--- src/safa_pkg.sv ---
// Package for the surface anisotropy field accumulator.
// Holds the sequencer state type, the control bundle, step numbers and
// configuration register indexes. No dependencies.
package safa_pkg;

    localparam int STEP_W = 4;
    localparam int CFG_IDX_W = 3;
    localparam int CFG_DATA_W = 32;

    typedef enum logic [1:0] {
        ST_IDLE,
        ST_CALC,
        ST_PUSH
    } state_t;

    // Sequencer steps. A product issued at one step is consumed at the next.
    localparam logic [STEP_W-1:0] STEP_IX   = 4'd0;
    localparam logic [STEP_W-1:0] STEP_IY   = 4'd1;
    localparam logic [STEP_W-1:0] STEP_IZ   = 4'd2;
    localparam logic [STEP_W-1:0] STEP_DOT  = 4'd3;
    localparam logic [STEP_W-1:0] STEP_NX   = 4'd4;
    localparam logic [STEP_W-1:0] STEP_NY   = 4'd5;
    localparam logic [STEP_W-1:0] STEP_NZ   = 4'd6;
    localparam logic [STEP_W-1:0] STEP_DD   = 4'd7;
    localparam logic [STEP_W-1:0] STEP_FX   = 4'd8;
    localparam logic [STEP_W-1:0] STEP_FY   = 4'd9;
    localparam logic [STEP_W-1:0] STEP_FZ   = 4'd10;
    localparam logic [STEP_W-1:0] STEP_EN   = 4'd11;
    localparam logic [STEP_W-1:0] STEP_LAST = 4'd12;

    localparam logic [CFG_IDX_W-1:0] CFG_NORMAL_X   = 3'd0;
    localparam logic [CFG_IDX_W-1:0] CFG_NORMAL_Y   = 3'd1;
    localparam logic [CFG_IDX_W-1:0] CFG_NORMAL_Z   = 3'd2;
    localparam logic [CFG_IDX_W-1:0] CFG_PREFACTOR  = 3'd3;
    localparam logic [CFG_IDX_W-1:0] CFG_WEIGHT     = 3'd4;
    localparam logic [CFG_IDX_W-1:0] CFG_LAYERS     = 3'd5;
    localparam logic [CFG_IDX_W-1:0] CFG_MASK_EN    = 3'd6;

    typedef struct packed {
        logic              accept;
        logic              calc;
        logic [STEP_W-1:0] step;
        logic              load;
    } ctrl_t;

endpackage

--- src/safa_if.sv ---
// Handshake interfaces for the cell, result and configuration channels.
// Depends on safa_pkg for the configuration port widths.
interface safa_cell_if;
    logic               valid;
    logic               ready;
    logic        [9:0]  cell_x;
    logic        [9:0]  cell_y;
    logic        [9:0]  cell_z;
    logic signed [15:0] mag_x;
    logic signed [15:0] mag_y;
    logic signed [15:0] mag_z;
    logic signed [31:0] field_in_x;
    logic signed [31:0] field_in_y;
    logic signed [31:0] field_in_z;
    logic        [2:0]  mask_bits;
    logic               last_cell;

    modport source (
        output valid, cell_x, cell_y, cell_z, mag_x, mag_y, mag_z,
               field_in_x, field_in_y, field_in_z, mask_bits, last_cell,
        input  ready
    );
    modport sink (
        input  valid, cell_x, cell_y, cell_z, mag_x, mag_y, mag_z,
               field_in_x, field_in_y, field_in_z, mask_bits, last_cell,
        output ready
    );
endinterface

interface safa_res_if;
    logic               valid;
    logic               ready;
    logic signed [31:0] field_out_x;
    logic signed [31:0] field_out_y;
    logic signed [31:0] field_out_z;
    logic               surface_hit;
    logic signed [63:0] energy_total;
    logic               sweep_done;

    modport source (
        output valid, field_out_x, field_out_y, field_out_z, surface_hit,
               energy_total, sweep_done,
        input  ready
    );
    modport sink (
        input  valid, field_out_x, field_out_y, field_out_z, surface_hit,
               energy_total, sweep_done,
        output ready
    );
endinterface

interface safa_cfg_if;
    logic                               valid;
    logic                               ready;
    logic [safa_pkg::CFG_IDX_W-1:0]     index;
    logic [safa_pkg::CFG_DATA_W-1:0]    data;

    modport source (output valid, index, data, input ready);
    modport sink (input valid, index, data, output ready);
endinterface

--- src/safa_mul.sv ---
// Shared signed 32 x 32 multiplier with a registered product.
// Depends on nothing but the clock; operands are chosen by the caller.
module safa_mul (
    input  logic               clk,
    input  logic               en,
    input  logic signed [31:0] a,
    input  logic signed [31:0] b,
    output logic signed [63:0] p
);

    logic signed [63:0] p_reg;

    always_ff @(posedge clk)
    begin
        if (en)
        begin
            p_reg <= 64'(a) * 64'(b);
        end
    end

    assign p = p_reg;

endmodule

--- src/safa_ctrl.sv ---
// Sequencer for the accumulator: accepts a cell, steps the shared
// multiplier through its schedule and hands the result to the output stage.
// Depends on safa_pkg.
module safa_ctrl
    import safa_pkg::*;
(
    input  logic  clk,
    input  logic  rst_n,
    input  logic  in_valid,
    input  logic  hit_now,
    input  logic  out_free,
    output logic  in_ready,
    output ctrl_t ctrl
);

    state_t            state_reg, state_next;
    logic [STEP_W-1:0] step_reg, step_next;

    always_ff @(posedge clk or negedge rst_n)
    begin
        if (!rst_n)
        begin
            state_reg <= ST_IDLE;
            step_reg  <= STEP_IX;
        end
        else
        begin
            state_reg <= state_next;
            step_reg  <= step_next;
        end
    end

    always_comb
    begin
        state_next  = state_reg;
        step_next   = step_reg;
        in_ready    = 1'b0;
        ctrl.accept = 1'b0;
        ctrl.calc   = 1'b0;
        ctrl.step   = step_reg;
        ctrl.load   = 1'b0;
        case (state_reg)
            ST_IDLE:
            begin
                in_ready  = 1'b1;
                step_next = STEP_IX;
                if (in_valid)
                begin
                    ctrl.accept = 1'b1;
                    // Cells off the surface skip the arithmetic entirely.
                    state_next  = hit_now ? ST_CALC : ST_PUSH;
                end
            end
            ST_CALC:
            begin
                ctrl.calc = 1'b1;
                if (step_reg == STEP_LAST)
                begin
                    state_next = ST_PUSH;
                end
                else
                begin
                    step_next = step_reg + 1'b1;
                end
            end
            ST_PUSH:
            begin
                if (out_free)
                begin
                    ctrl.load  = 1'b1;
                    state_next = ST_IDLE;
                end
            end
            default:
            begin
                state_next = ST_IDLE;
            end
        endcase
    end

    a_step_bounded: assert property (@(posedge clk) disable iff (!rst_n)
        state_reg == ST_CALC |-> step_reg <= STEP_LAST)
        else $error("sequencer step ran past the schedule");

    a_calc_to_push: assert property (@(posedge clk) disable iff (!rst_n)
        (state_reg == ST_CALC && step_reg == STEP_LAST) |=> state_reg == ST_PUSH)
        else $error("last step did not lead to the output stage");

endmodule

--- src/surface_anisotropy_field_accumulator_unit.sv ---
// Surface anisotropy field accumulator, top level with datapath and registers.
// A surface cell runs through 13 multiplier steps from request to result;
// other cells skip them. One cell is in work at a time; the result register
// lets the next cell start while a result waits. rst_n clears control,
// configuration to its defaults and the energy sum. Depends on safa_pkg,
// the safa interfaces, safa_ctrl and safa_mul.
module surface_anisotropy_field_accumulator_unit
    import safa_pkg::*;
#(
    parameter int GRID_MAX = 1024
)
(
    input  logic       clk,
    input  logic       rst_n,
    safa_cfg_if.sink   cfg,
    safa_cell_if.sink  cells,
    safa_res_if.source result
);

    localparam int LW = $clog2(GRID_MAX + 1);
    localparam int CW = (LW > 11 ? LW : 11) + 1;

    // Configuration registers
    logic signed [15:0] normal_x_reg, normal_y_reg, normal_z_reg;
    logic signed [31:0] prefactor_reg, weight_reg;
    logic        [10:0] layers_reg;
    logic               mask_en_reg;

    // Working registers for the cell in progress
    logic signed [15:0] mag_x_reg, mag_y_reg, mag_z_reg;
    logic signed [31:0] fld_x_reg, fld_y_reg, fld_z_reg;
    logic               hit_reg, last_reg;
    logic signed [33:0] acc_reg;
    logic signed [15:0] dot_reg;
    logic signed [31:0] tx_reg, ty_reg, tz_reg, dd_reg;
    logic signed [63:0] energy_reg;

    // Result register
    logic               res_valid_reg;
    logic signed [31:0] out_x_reg, out_y_reg, out_z_reg;
    logic               out_hit_reg, out_done_reg;
    logic signed [63:0] out_energy_reg;

    ctrl_t              ctrl;
    logic               hit_now;
    logic               out_free;
    logic signed [31:0] op_a, op_b;
    logic signed [63:0] prod;

    function automatic logic signed [31:0] sat32(input logic signed [35:0] v);
        if (v[35:31] == 5'b00000 || v[35:31] == 5'b11111)
        begin
            return v[31:0];
        end
        return v[35] ? 32'sh8000_0000 : 32'sh7FFF_FFFF;
    endfunction

    function automatic logic signed [31:0] sx16(input logic signed [15:0] v);
        return {{16{v[15]}}, v};
    endfunction

    // ---------------- surface test at request time ----------------
    logic [16:0]   abs_x, abs_y, abs_z;
    logic [9:0]    coord;
    logic [CW-1:0] layers_ext, layers_clamp, coord_ext;
    logic          lower_out, upper_out;

    always_comb
    begin
        abs_x = normal_x_reg[15] ? 17'(-sx16(normal_x_reg)) : 17'(normal_x_reg);
        abs_y = normal_y_reg[15] ? 17'(-sx16(normal_y_reg)) : 17'(normal_y_reg);
        abs_z = normal_z_reg[15] ? 17'(-sx16(normal_z_reg)) : 17'(normal_z_reg);
        if (abs_z >= abs_y && abs_z >= abs_x)
        begin
            coord = cells.cell_z;
        end
        else if (abs_y >= abs_x)
        begin
            coord = cells.cell_y;
        end
        else
        begin
            coord = cells.cell_x;
        end
        layers_ext = CW'(layers_reg);
        if (layers_reg == 11'd0)
        begin
            layers_clamp = CW'(1);
        end
        else if (layers_ext > CW'(GRID_MAX))
        begin
            layers_clamp = CW'(GRID_MAX);
        end
        else
        begin
            layers_clamp = layers_ext;
        end
        coord_ext = CW'(coord);
        lower_out = (coord == 10'd0) || !cells.mask_bits[1];
        upper_out = (coord_ext + CW'(1) >= layers_clamp) || !cells.mask_bits[2];
        if (mask_en_reg)
        begin
            hit_now = cells.mask_bits[0] && (lower_out || upper_out);
        end
        else
        begin
            hit_now = (coord == 10'd0) || (coord_ext == layers_clamp - CW'(1));
        end
    end

    // ---------------- configuration port ----------------
    assign cfg.ready = 1'b1;

    always_ff @(posedge clk or negedge rst_n)
    begin
        if (!rst_n)
        begin
            normal_x_reg  <= 16'sd0;
            normal_y_reg  <= 16'sd0;
            normal_z_reg  <= 16'sd16384;
            prefactor_reg <= 32'sd0;
            weight_reg    <= 32'sd0;
            layers_reg    <= 11'd1;
            mask_en_reg   <= 1'b0;
        end
        else if (cfg.valid)
        begin
            case (cfg.index)
                CFG_NORMAL_X:  normal_x_reg  <= cfg.data[15:0];
                CFG_NORMAL_Y:  normal_y_reg  <= cfg.data[15:0];
                CFG_NORMAL_Z:  normal_z_reg  <= cfg.data[15:0];
                CFG_PREFACTOR: prefactor_reg <= cfg.data;
                CFG_WEIGHT:    weight_reg    <= cfg.data;
                CFG_LAYERS:    layers_reg    <= cfg.data[10:0];
                CFG_MASK_EN:   mask_en_reg   <= cfg.data[0];
                default:       ;
            endcase
        end
    end

    // ---------------- sequencer and shared multiplier ----------------
    assign out_free = !res_valid_reg || result.ready;

    safa_ctrl u_ctrl (
        .clk      (clk),
        .rst_n    (rst_n),
        .in_valid (cells.valid),
        .hit_now  (hit_now),
        .out_free (out_free),
        .in_ready (cells.ready),
        .ctrl     (ctrl)
    );

    always_comb
    begin
        op_a = 32'sd0;
        op_b = 32'sd0;
        case (ctrl.step)
            STEP_IX: begin op_a = sx16(mag_x_reg); op_b = sx16(normal_x_reg); end
            STEP_IY: begin op_a = sx16(mag_y_reg); op_b = sx16(normal_y_reg); end
            STEP_IZ: begin op_a = sx16(mag_z_reg); op_b = sx16(normal_z_reg); end
            STEP_NX: begin op_a = sx16(dot_reg);   op_b = sx16(normal_x_reg); end
            STEP_NY: begin op_a = sx16(dot_reg);   op_b = sx16(normal_y_reg); end
            STEP_NZ: begin op_a = sx16(dot_reg);   op_b = sx16(normal_z_reg); end
            STEP_DD: begin op_a = sx16(dot_reg);   op_b = sx16(dot_reg);      end
            STEP_FX: begin op_a = prefactor_reg;   op_b = tx_reg;             end
            STEP_FY: begin op_a = prefactor_reg;   op_b = ty_reg;             end
            STEP_FZ: begin op_a = prefactor_reg;   op_b = tz_reg;             end
            STEP_EN: begin op_a = weight_reg;      op_b = dd_reg;             end
            default: ;
        endcase
    end

    safa_mul u_mul (
        .clk (clk),
        .en  (ctrl.calc),
        .a   (op_a),
        .b   (op_b),
        .p   (prod)
    );

    // ---------------- consumers of the registered product ----------------
    logic signed [33:0] dot_sum;
    logic signed [19:0] dot_sh;
    logic signed [15:0] dot_sat;
    logic signed [35:0] fld_sum;
    logic signed [31:0] fld_sel;
    logic signed [64:0] en_sum;
    logic signed [63:0] en_term;
    logic signed [63:0] en_sat;

    always_comb
    begin
        dot_sum = acc_reg + prod[33:0];
        // Arithmetic shift by 14 rounds toward minus infinity.
        dot_sh  = dot_sum[33:14];
        if (dot_sh[19:15] == 5'b00000 || dot_sh[19:15] == 5'b11111)
        begin
            dot_sat = dot_sh[15:0];
        end
        else
        begin
            dot_sat = dot_sh[19] ? 16'sh8000 : 16'sh7FFF;
        end

        // The field term for an axis arrives one step after it was issued.
        case (ctrl.step)
            STEP_FZ: fld_sel = fld_y_reg;
            STEP_EN: fld_sel = fld_z_reg;
            default: fld_sel = fld_x_reg;
        endcase
        fld_sum = {{4{fld_sel[31]}}, fld_sel} + {prod[63], prod[63:29]};

        en_term = {{30{prod[63]}}, prod[63:30]};
        en_sum  = {energy_reg[63], energy_reg} + {en_term[63], en_term};
        if (en_sum[64] != en_sum[63])
        begin
            en_sat = en_sum[64] ? 64'sh8000_0000_0000_0000 : 64'sh7FFF_FFFF_FFFF_FFFF;
        end
        else
        begin
            en_sat = en_sum[63:0];
        end
    end

    always_ff @(posedge clk)
    begin
        if (ctrl.accept)
        begin
            mag_x_reg <= cells.mag_x;
            mag_y_reg <= cells.mag_y;
            mag_z_reg <= cells.mag_z;
            fld_x_reg <= cells.field_in_x;
            fld_y_reg <= cells.field_in_y;
            fld_z_reg <= cells.field_in_z;
            hit_reg   <= hit_now;
            last_reg  <= cells.last_cell;
        end
        else if (ctrl.calc)
        begin
            // Each write-back takes the product issued one step earlier.
            case (ctrl.step)
                STEP_IY:  acc_reg   <= prod[33:0];
                STEP_IZ:  acc_reg   <= dot_sum;
                STEP_DOT: dot_reg   <= dot_sat;
                STEP_NY:  tx_reg    <= prod[31:0];
                STEP_NZ:  ty_reg    <= prod[31:0];
                STEP_DD:  tz_reg    <= prod[31:0];
                STEP_FX:  dd_reg    <= prod[31:0];
                STEP_FY:  fld_x_reg <= sat32(fld_sum);
                STEP_FZ:  fld_y_reg <= sat32(fld_sum);
                STEP_EN:  fld_z_reg <= sat32(fld_sum);
                default:  ;
            endcase
        end
    end

    always_ff @(posedge clk or negedge rst_n)
    begin
        if (!rst_n)
        begin
            energy_reg <= 64'sd0;
        end
        else if (ctrl.calc && ctrl.step == STEP_LAST)
        begin
            energy_reg <= en_sat;
        end
        else if (ctrl.load && last_reg)
        begin
            energy_reg <= 64'sd0;
        end
    end

    // ---------------- result register ----------------
    always_ff @(posedge clk or negedge rst_n)
    begin
        if (!rst_n)
        begin
            res_valid_reg <= 1'b0;
        end
        else if (ctrl.load)
        begin
            res_valid_reg <= 1'b1;
        end
        else if (result.ready)
        begin
            res_valid_reg <= 1'b0;
        end
    end

    always_ff @(posedge clk)
    begin
        if (ctrl.load)
        begin
            out_x_reg      <= fld_x_reg;
            out_y_reg      <= fld_y_reg;
            out_z_reg      <= fld_z_reg;
            out_hit_reg    <= hit_reg;
            out_done_reg   <= last_reg;
            out_energy_reg <= last_reg ? energy_reg : 64'sd0;
        end
    end

    assign result.valid        = res_valid_reg;
    assign result.field_out_x  = out_x_reg;
    assign result.field_out_y  = out_y_reg;
    assign result.field_out_z  = out_z_reg;
    assign result.surface_hit  = out_hit_reg;
    assign result.energy_total = out_energy_reg;
    assign result.sweep_done   = out_done_reg;

    a_busy_after_request: assert property (@(posedge clk) disable iff (!rst_n)
        (cells.valid && cells.ready) |=> !cells.ready)
        else $error("a second request was taken while a cell was in work");

    a_result_from_load: assert property (@(posedge clk) disable iff (!rst_n)
        $rose(result.valid) |-> $past(ctrl.load))
        else $error("result appeared without a load from the sequencer");

    a_energy_only_on_done: assert property (@(posedge clk) disable iff (!rst_n)
        (result.valid && !result.sweep_done) |-> result.energy_total == 64'sd0)
        else $error("energy shown on a result that does not end the sweep");

    a_energy_cleared: assert property (@(posedge clk) disable iff (!rst_n)
        (ctrl.load && last_reg) |=> energy_reg == 64'sd0)
        else $error("energy sum not cleared after the last cell");

endmodule

--- src/flat_wrapper.sv ---
// flat-port wrapper written by rule: the top's interface ports become plain ports
module surface_anisotropy_field_accumulator_unit_flat import safa_pkg::*;
#(
    parameter int GRID_MAX = 1024
)
  (clk, rst_n, cfg_valid, cfg_index, cfg_data, cfg_ready, cells_valid, cells_cell_x, cells_cell_y, cells_cell_z, cells_mag_x, cells_mag_y, cells_mag_z, cells_field_in_x, cells_field_in_y, cells_field_in_z, cells_mask_bits, cells_last_cell, cells_ready, result_valid, result_field_out_x, result_field_out_y, result_field_out_z, result_surface_hit, result_energy_total, result_sweep_done, result_ready);
  safa_cfg_if cfg_i ();
  safa_cell_if cells_i ();
  safa_res_if result_i ();
  input  logic clk;
  input  logic rst_n;
  input wire logic [$bits(cfg_i.valid)-1:0] cfg_valid;
  input wire logic [$bits(cfg_i.index)-1:0] cfg_index;
  input wire logic [$bits(cfg_i.data)-1:0] cfg_data;
  output wire logic [$bits(cfg_i.ready)-1:0] cfg_ready;
  input wire logic [$bits(cells_i.valid)-1:0] cells_valid;
  input wire logic [$bits(cells_i.cell_x)-1:0] cells_cell_x;
  input wire logic [$bits(cells_i.cell_y)-1:0] cells_cell_y;
  input wire logic [$bits(cells_i.cell_z)-1:0] cells_cell_z;
  input wire logic [$bits(cells_i.mag_x)-1:0] cells_mag_x;
  input wire logic [$bits(cells_i.mag_y)-1:0] cells_mag_y;
  input wire logic [$bits(cells_i.mag_z)-1:0] cells_mag_z;
  input wire logic [$bits(cells_i.field_in_x)-1:0] cells_field_in_x;
  input wire logic [$bits(cells_i.field_in_y)-1:0] cells_field_in_y;
  input wire logic [$bits(cells_i.field_in_z)-1:0] cells_field_in_z;
  input wire logic [$bits(cells_i.mask_bits)-1:0] cells_mask_bits;
  input wire logic [$bits(cells_i.last_cell)-1:0] cells_last_cell;
  output wire logic [$bits(cells_i.ready)-1:0] cells_ready;
  output wire logic [$bits(result_i.valid)-1:0] result_valid;
  output wire logic [$bits(result_i.field_out_x)-1:0] result_field_out_x;
  output wire logic [$bits(result_i.field_out_y)-1:0] result_field_out_y;
  output wire logic [$bits(result_i.field_out_z)-1:0] result_field_out_z;
  output wire logic [$bits(result_i.surface_hit)-1:0] result_surface_hit;
  output wire logic [$bits(result_i.energy_total)-1:0] result_energy_total;
  output wire logic [$bits(result_i.sweep_done)-1:0] result_sweep_done;
  input wire logic [$bits(result_i.ready)-1:0] result_ready;
  assign cfg_i.valid = cfg_valid;
  assign cfg_i.index = cfg_index;
  assign cfg_i.data = cfg_data;
  assign cfg_ready = cfg_i.ready;
  assign cells_i.valid = cells_valid;
  assign cells_i.cell_x = cells_cell_x;
  assign cells_i.cell_y = cells_cell_y;
  assign cells_i.cell_z = cells_cell_z;
  assign cells_i.mag_x = cells_mag_x;
  assign cells_i.mag_y = cells_mag_y;
  assign cells_i.mag_z = cells_mag_z;
  assign cells_i.field_in_x = cells_field_in_x;
  assign cells_i.field_in_y = cells_field_in_y;
  assign cells_i.field_in_z = cells_field_in_z;
  assign cells_i.mask_bits = cells_mask_bits;
  assign cells_i.last_cell = cells_last_cell;
  assign cells_ready = cells_i.ready;
  assign result_valid = result_i.valid;
  assign result_field_out_x = result_i.field_out_x;
  assign result_field_out_y = result_i.field_out_y;
  assign result_field_out_z = result_i.field_out_z;
  assign result_surface_hit = result_i.surface_hit;
  assign result_energy_total = result_i.energy_total;
  assign result_sweep_done = result_i.sweep_done;
  assign result_i.ready = result_ready;
  surface_anisotropy_field_accumulator_unit #(.GRID_MAX(GRID_MAX)) u_core (.clk(clk), .rst_n(rst_n), .cfg(cfg_i), .cells(cells_i), .result(result_i));
endmodule
--- config.mk ---
export PLATFORM = sky130hd
export DESIGN_NAME = surface_anisotropy_field_accumulator_unit_flat
export DESIGN_NICKNAME = d
export VERILOG_FILES = /design/src/safa_pkg.sv /design/src/safa_if.sv /design/src/safa_mul.sv /design/src/safa_ctrl.sv /design/src/surface_anisotropy_field_accumulator_unit.sv /design/src/flat_wrapper.sv
export SDC_FILE = /design/constraint.sdc
export NUM_CORES = 2
export LEC_CHECK = 0
export BUFFER_PORTS_ARGS = -buffer_cell sky130_fd_sc_hd__buf_2
export CAP_MARGIN = 20
export CORE_ASPECT_RATIO = 0.5
export CORE_MARGIN = 10
export CORE_UTILIZATION = 58
export CTS_BUF_LIST = sky130_fd_sc_hd__clkbuf_16
export DETAILED_ROUTE_END_ITERATION = 7
export GPL_TIMING_DRIVEN = 1
export PLACE_DENSITY_LB_ADDON = 0.25
export SLEW_MARGIN = 20
export SYNTH_ARGS = -nofsm -noshare
export SYNTH_HDL_FRONTEND = slang
export SYNTH_HIERARCHICAL = 1
export SYNTH_SLANG_ARGS = --single-unit
--- constraint.sdc ---
create_clock -name clk -period 8.8 [get_ports clk]
set_clock_uncertainty 0.1 [all_clocks]
set_input_delay 1.76 -clock clk [delete_from_list [all_inputs] [get_ports clk]]
set_output_delay 1.76 -clock clk [all_outputs]
set_load 0.01 [all_outputs]
==> impl_metrics.json <==
{
  "place_hpwl_um": 181100,
  "rsz0062_at_grt": "yes",
  "post-route-util_pct": 70.54,
  "gr-total-overflow": 0,
  "yosysTopAreaCellShare_pct": 28.64,
  "max-slew-margin-rel_pct": 30.63,
  "crit_path_max_incr_delay_ps": 540,
  "start_kind": "flop",
  "reg2reg_to": "u_core/u_mul/p[59]",
  "drt_iter0_drc": 5903,
  "synth_top_area_cell": "fa_1",
  "cts.sinks": 745,
  "hold_viol_final": 0,
  "outcome": "finished with violations",
  "clk_pin_slew_ps": 70,
  "arrival_ps": 9460,
  "drc": 0,
  "coreArea_um2": 129300,
  "multi_input_area_um2": 50370,
  "critical_path_required_ps": 9120,
  "path_class": "reg2reg",
  "fp.dieW_um": 531.4,
  "setup_violations": 25,
  "synth_cell_types": 116,
  "min_period_ps": 9140,
  "fmax_mhz": 109.4,
  "placed_cells": 9842,
  "cap_violations": 0,
  "cts_max_path_buffers": 3,
  "timing.rr.start": "u_core/u_ctrl/step_reg[0]",
  "synth_edf_count": 550,
  "ys_seq_area_share_pct": 28.21,
  "regToRegSetupSlack_ps": -340,
  "grt_pass1_vias": 61038,
  "r2r_cells": 38,
  "gp_congestion": 0.9555,
  "grt_max_degree": 154,
  "crit_top_cell": "fa_1",
  "nets": 9982,
  "port-buffer-count": 381,
  "fill_cells": 9099,
  "crit_fanout": 7,
  "synth.avg_cell_area_um2": 10.23,
  "die_area_um2": 146500,
  "netlist_instances": 7412,
  "yosysWarnings": 6,
  "drv_slew": 0,
  "grt_util_all_layers_pct": 30.76,
  "die_y_um": 275.7,
  "fin_crit_sh_pct": 103.9,
  "holdPathStages": 0,
  "violations": "setup timing",
  "regArea_um2": 21400,
  "hold_class": "reg2reg",
  "ant_nets": 0,
  "post_drt_wl_per_cell_um": 23.31,
  "rows": 93,
  "routed_via_density": 5.874,
  "ys_seq_elements": 745,
  "drtPass1Iterations": 6,
  "cts_tree": "built",
  "io_pins": 383,
  "vias": 59498,
  "critical-path-slowest-cell": "dfrtp_4",
  "cp-end-kind": "flop",
  "synth_area_leaders": "fa_1 (29%), edfxtp_1 (22%), dfrtp_1 (6.4%), ha_1 (6.3%), inv_1 (5.8%)",
  "start_util_pct": 58.67,
  "worst_slew_pin_slew_ps": 1041,
  "cts_inserted_buffers": 77,
  "synthFlopType": "edfxtp_1",
  "clock_latency_ps": 670,
  "timing.final.ws_setup_ps": -340.3,
  "synthToLayoutAreaGrowth_pct": 20.22,
  "cts_root_buf": "clkbuf_16",
  "netlist_area_um2": 75850,
  "placed_area_um2": 85290,
  "hold_path_end": "u_core/result.surface_hit",
  "grt_pass1_wl_um": 353600,
  "layout-drive-gt1-share_pct": 21.79,
  "antenna_found_initial": 12,
  "fin_area_um2": 91190,
  "routed_wl_um": 236100,
  "finalNonFillerCells": 10129,
  "hp-start": "u_core/hit_reg",
  "async_flop_share_pct": 26.17,
  "htree_num_levels": 3
}
worst max-delay path: cells and delay by family, from the launching register on:
kind                     cells  cell delay (ps)
AO/OA/AOI/OAI                7              980
XOR/XNOR                     1              120
adder cells (fa/ha/maj)      9             4370
buffers and inverters       13             1460
flip-flops                   1              540
AND/OR/NAND/NOR              8             1300
cell type report:
cell class                 count  share of cell area (%)
multi-input combinational   5123                   55.23
sequential                   745                   23.47
timing repair buffer        1179                   11.24
inverter                    1171                   4.824
tap                         1757                   2.411
clock buffer                  77                   2.113
clock inverter                67                  0.6778
antenna                       10                 0.02744
layout by cell type (no fill, tap or decap), types with 118 or more instances in the layout:
| cell | count |
|---|---|
| nand2_1 | 870 |
| xnor2_1 | 141 |
| buf_4 | 563 |
| fa_1 | 1053 |
| inv_1 | 1117 |
| ha_1 | 356 |
| a21oi_1 | 248 |
| nor2_1 | 118 |
| dfrtp_1 | 190 |
| mux2_2 | 127 |
| o21ai_0 | 211 |
| nand3_1 | 153 |
| buf_2 | 380 |
| and2_1 | 569 |
| buf_12 | 127 |
| edfxtp_1 | 550 |
| a21o_1 | 118 |
timing repair:
action,in CTS,in global routing
setup buffers,39,88
pin swaps,56,181
hold buffers,0,0
setup endpoints to repair,30,36
resized for setup,144,347
cloned,3,12
synth_stat cells, types with 23 or more instances:
cell	count
nor2_1	128
o211ai_1	33
o31ai_1	31
mux2_2	127
xor2_1	102
o21a_1	33
mux2i_1	81
clkbuf_1	354
and2_1	588
o21ai_0	253
inv_1	1171
nor3_1	51
nand2b_1	40
nand4_1	53
fa_1	1085
a22oi_1	113
a31oi_1	25
nand2_1	892
o21bai_1	36
a211oi_1	28
edfxtp_1	550
nand3_1	166
a21oi_1	273
ha_1	382
nor2b_1	27
a21o_1	118
dfrtp_1	193
or3_1	23
and3_1	31
xnor2_1	148
through the flow:
stage                     worst slack, ps  setup TNS (ps)  hold slack (ps)
after detailed placement           -534.6           -8939            313.3
after global routing               -624.1          -11060            335.5
after global placement             -399.3           -5502            304.1
final                              -340.3           -4150            325.6
after CTS                          -291.7           -2864            327.9
after floorplan                    -2.789          -4.173            300.3
cell families (layout without fill, tap and decap cells):
group,after synthesis,in the layout,synth area share (%)
fa+ha+maj,1471,1471,34.99
other cells,2,17,0.009901
mux,214,214,3.078
buf+inv,1549,2494,7.710
flops,745,745,28.21
compound gates,1104,1104,9.531
simple gates,2076,2076,13.56
xor+xnor,251,251,2.908
how the worst max path moves through the flow:
stage                                   start            endpoint  slack [ps]  depth (start not counted)
finish              u_core/u_ctrl/step_reg[0]  u_core/u_mul/p[59]        -340                         38
detailed placement  u_core/u_ctrl/step_reg[0]  u_core/u_mul/p[63]        -530                         30
CTS                 u_core/u_ctrl/step_reg[0]  u_core/u_mul/p[61]        -290                         34
global route        u_core/u_ctrl/step_reg[0]  u_core/u_mul/p[63]        -620                         37
floorplan           u_core/u_ctrl/step_reg[0]  u_core/u_mul/p[60]          -3                         30
global placement    u_core/u_ctrl/step_reg[0]  u_core/u_mul/p[61]        -400                         34
per-layer routing:
layer | wire length, um | track usage [%] | vias to the layer above
li1 | - | - | 25916
met1 | 92170 | 42.05 | 29985
met2 | 107100 | 48.91 | 2994
met3 | 27020 | 7.180 | 597
met4 | 9792 | 10.02 | 6
met5 | 30 | 0 | -
Power is not shown: default switching activity piles up to over one toggle a cycle in this logic, so the estimate is an artifact.
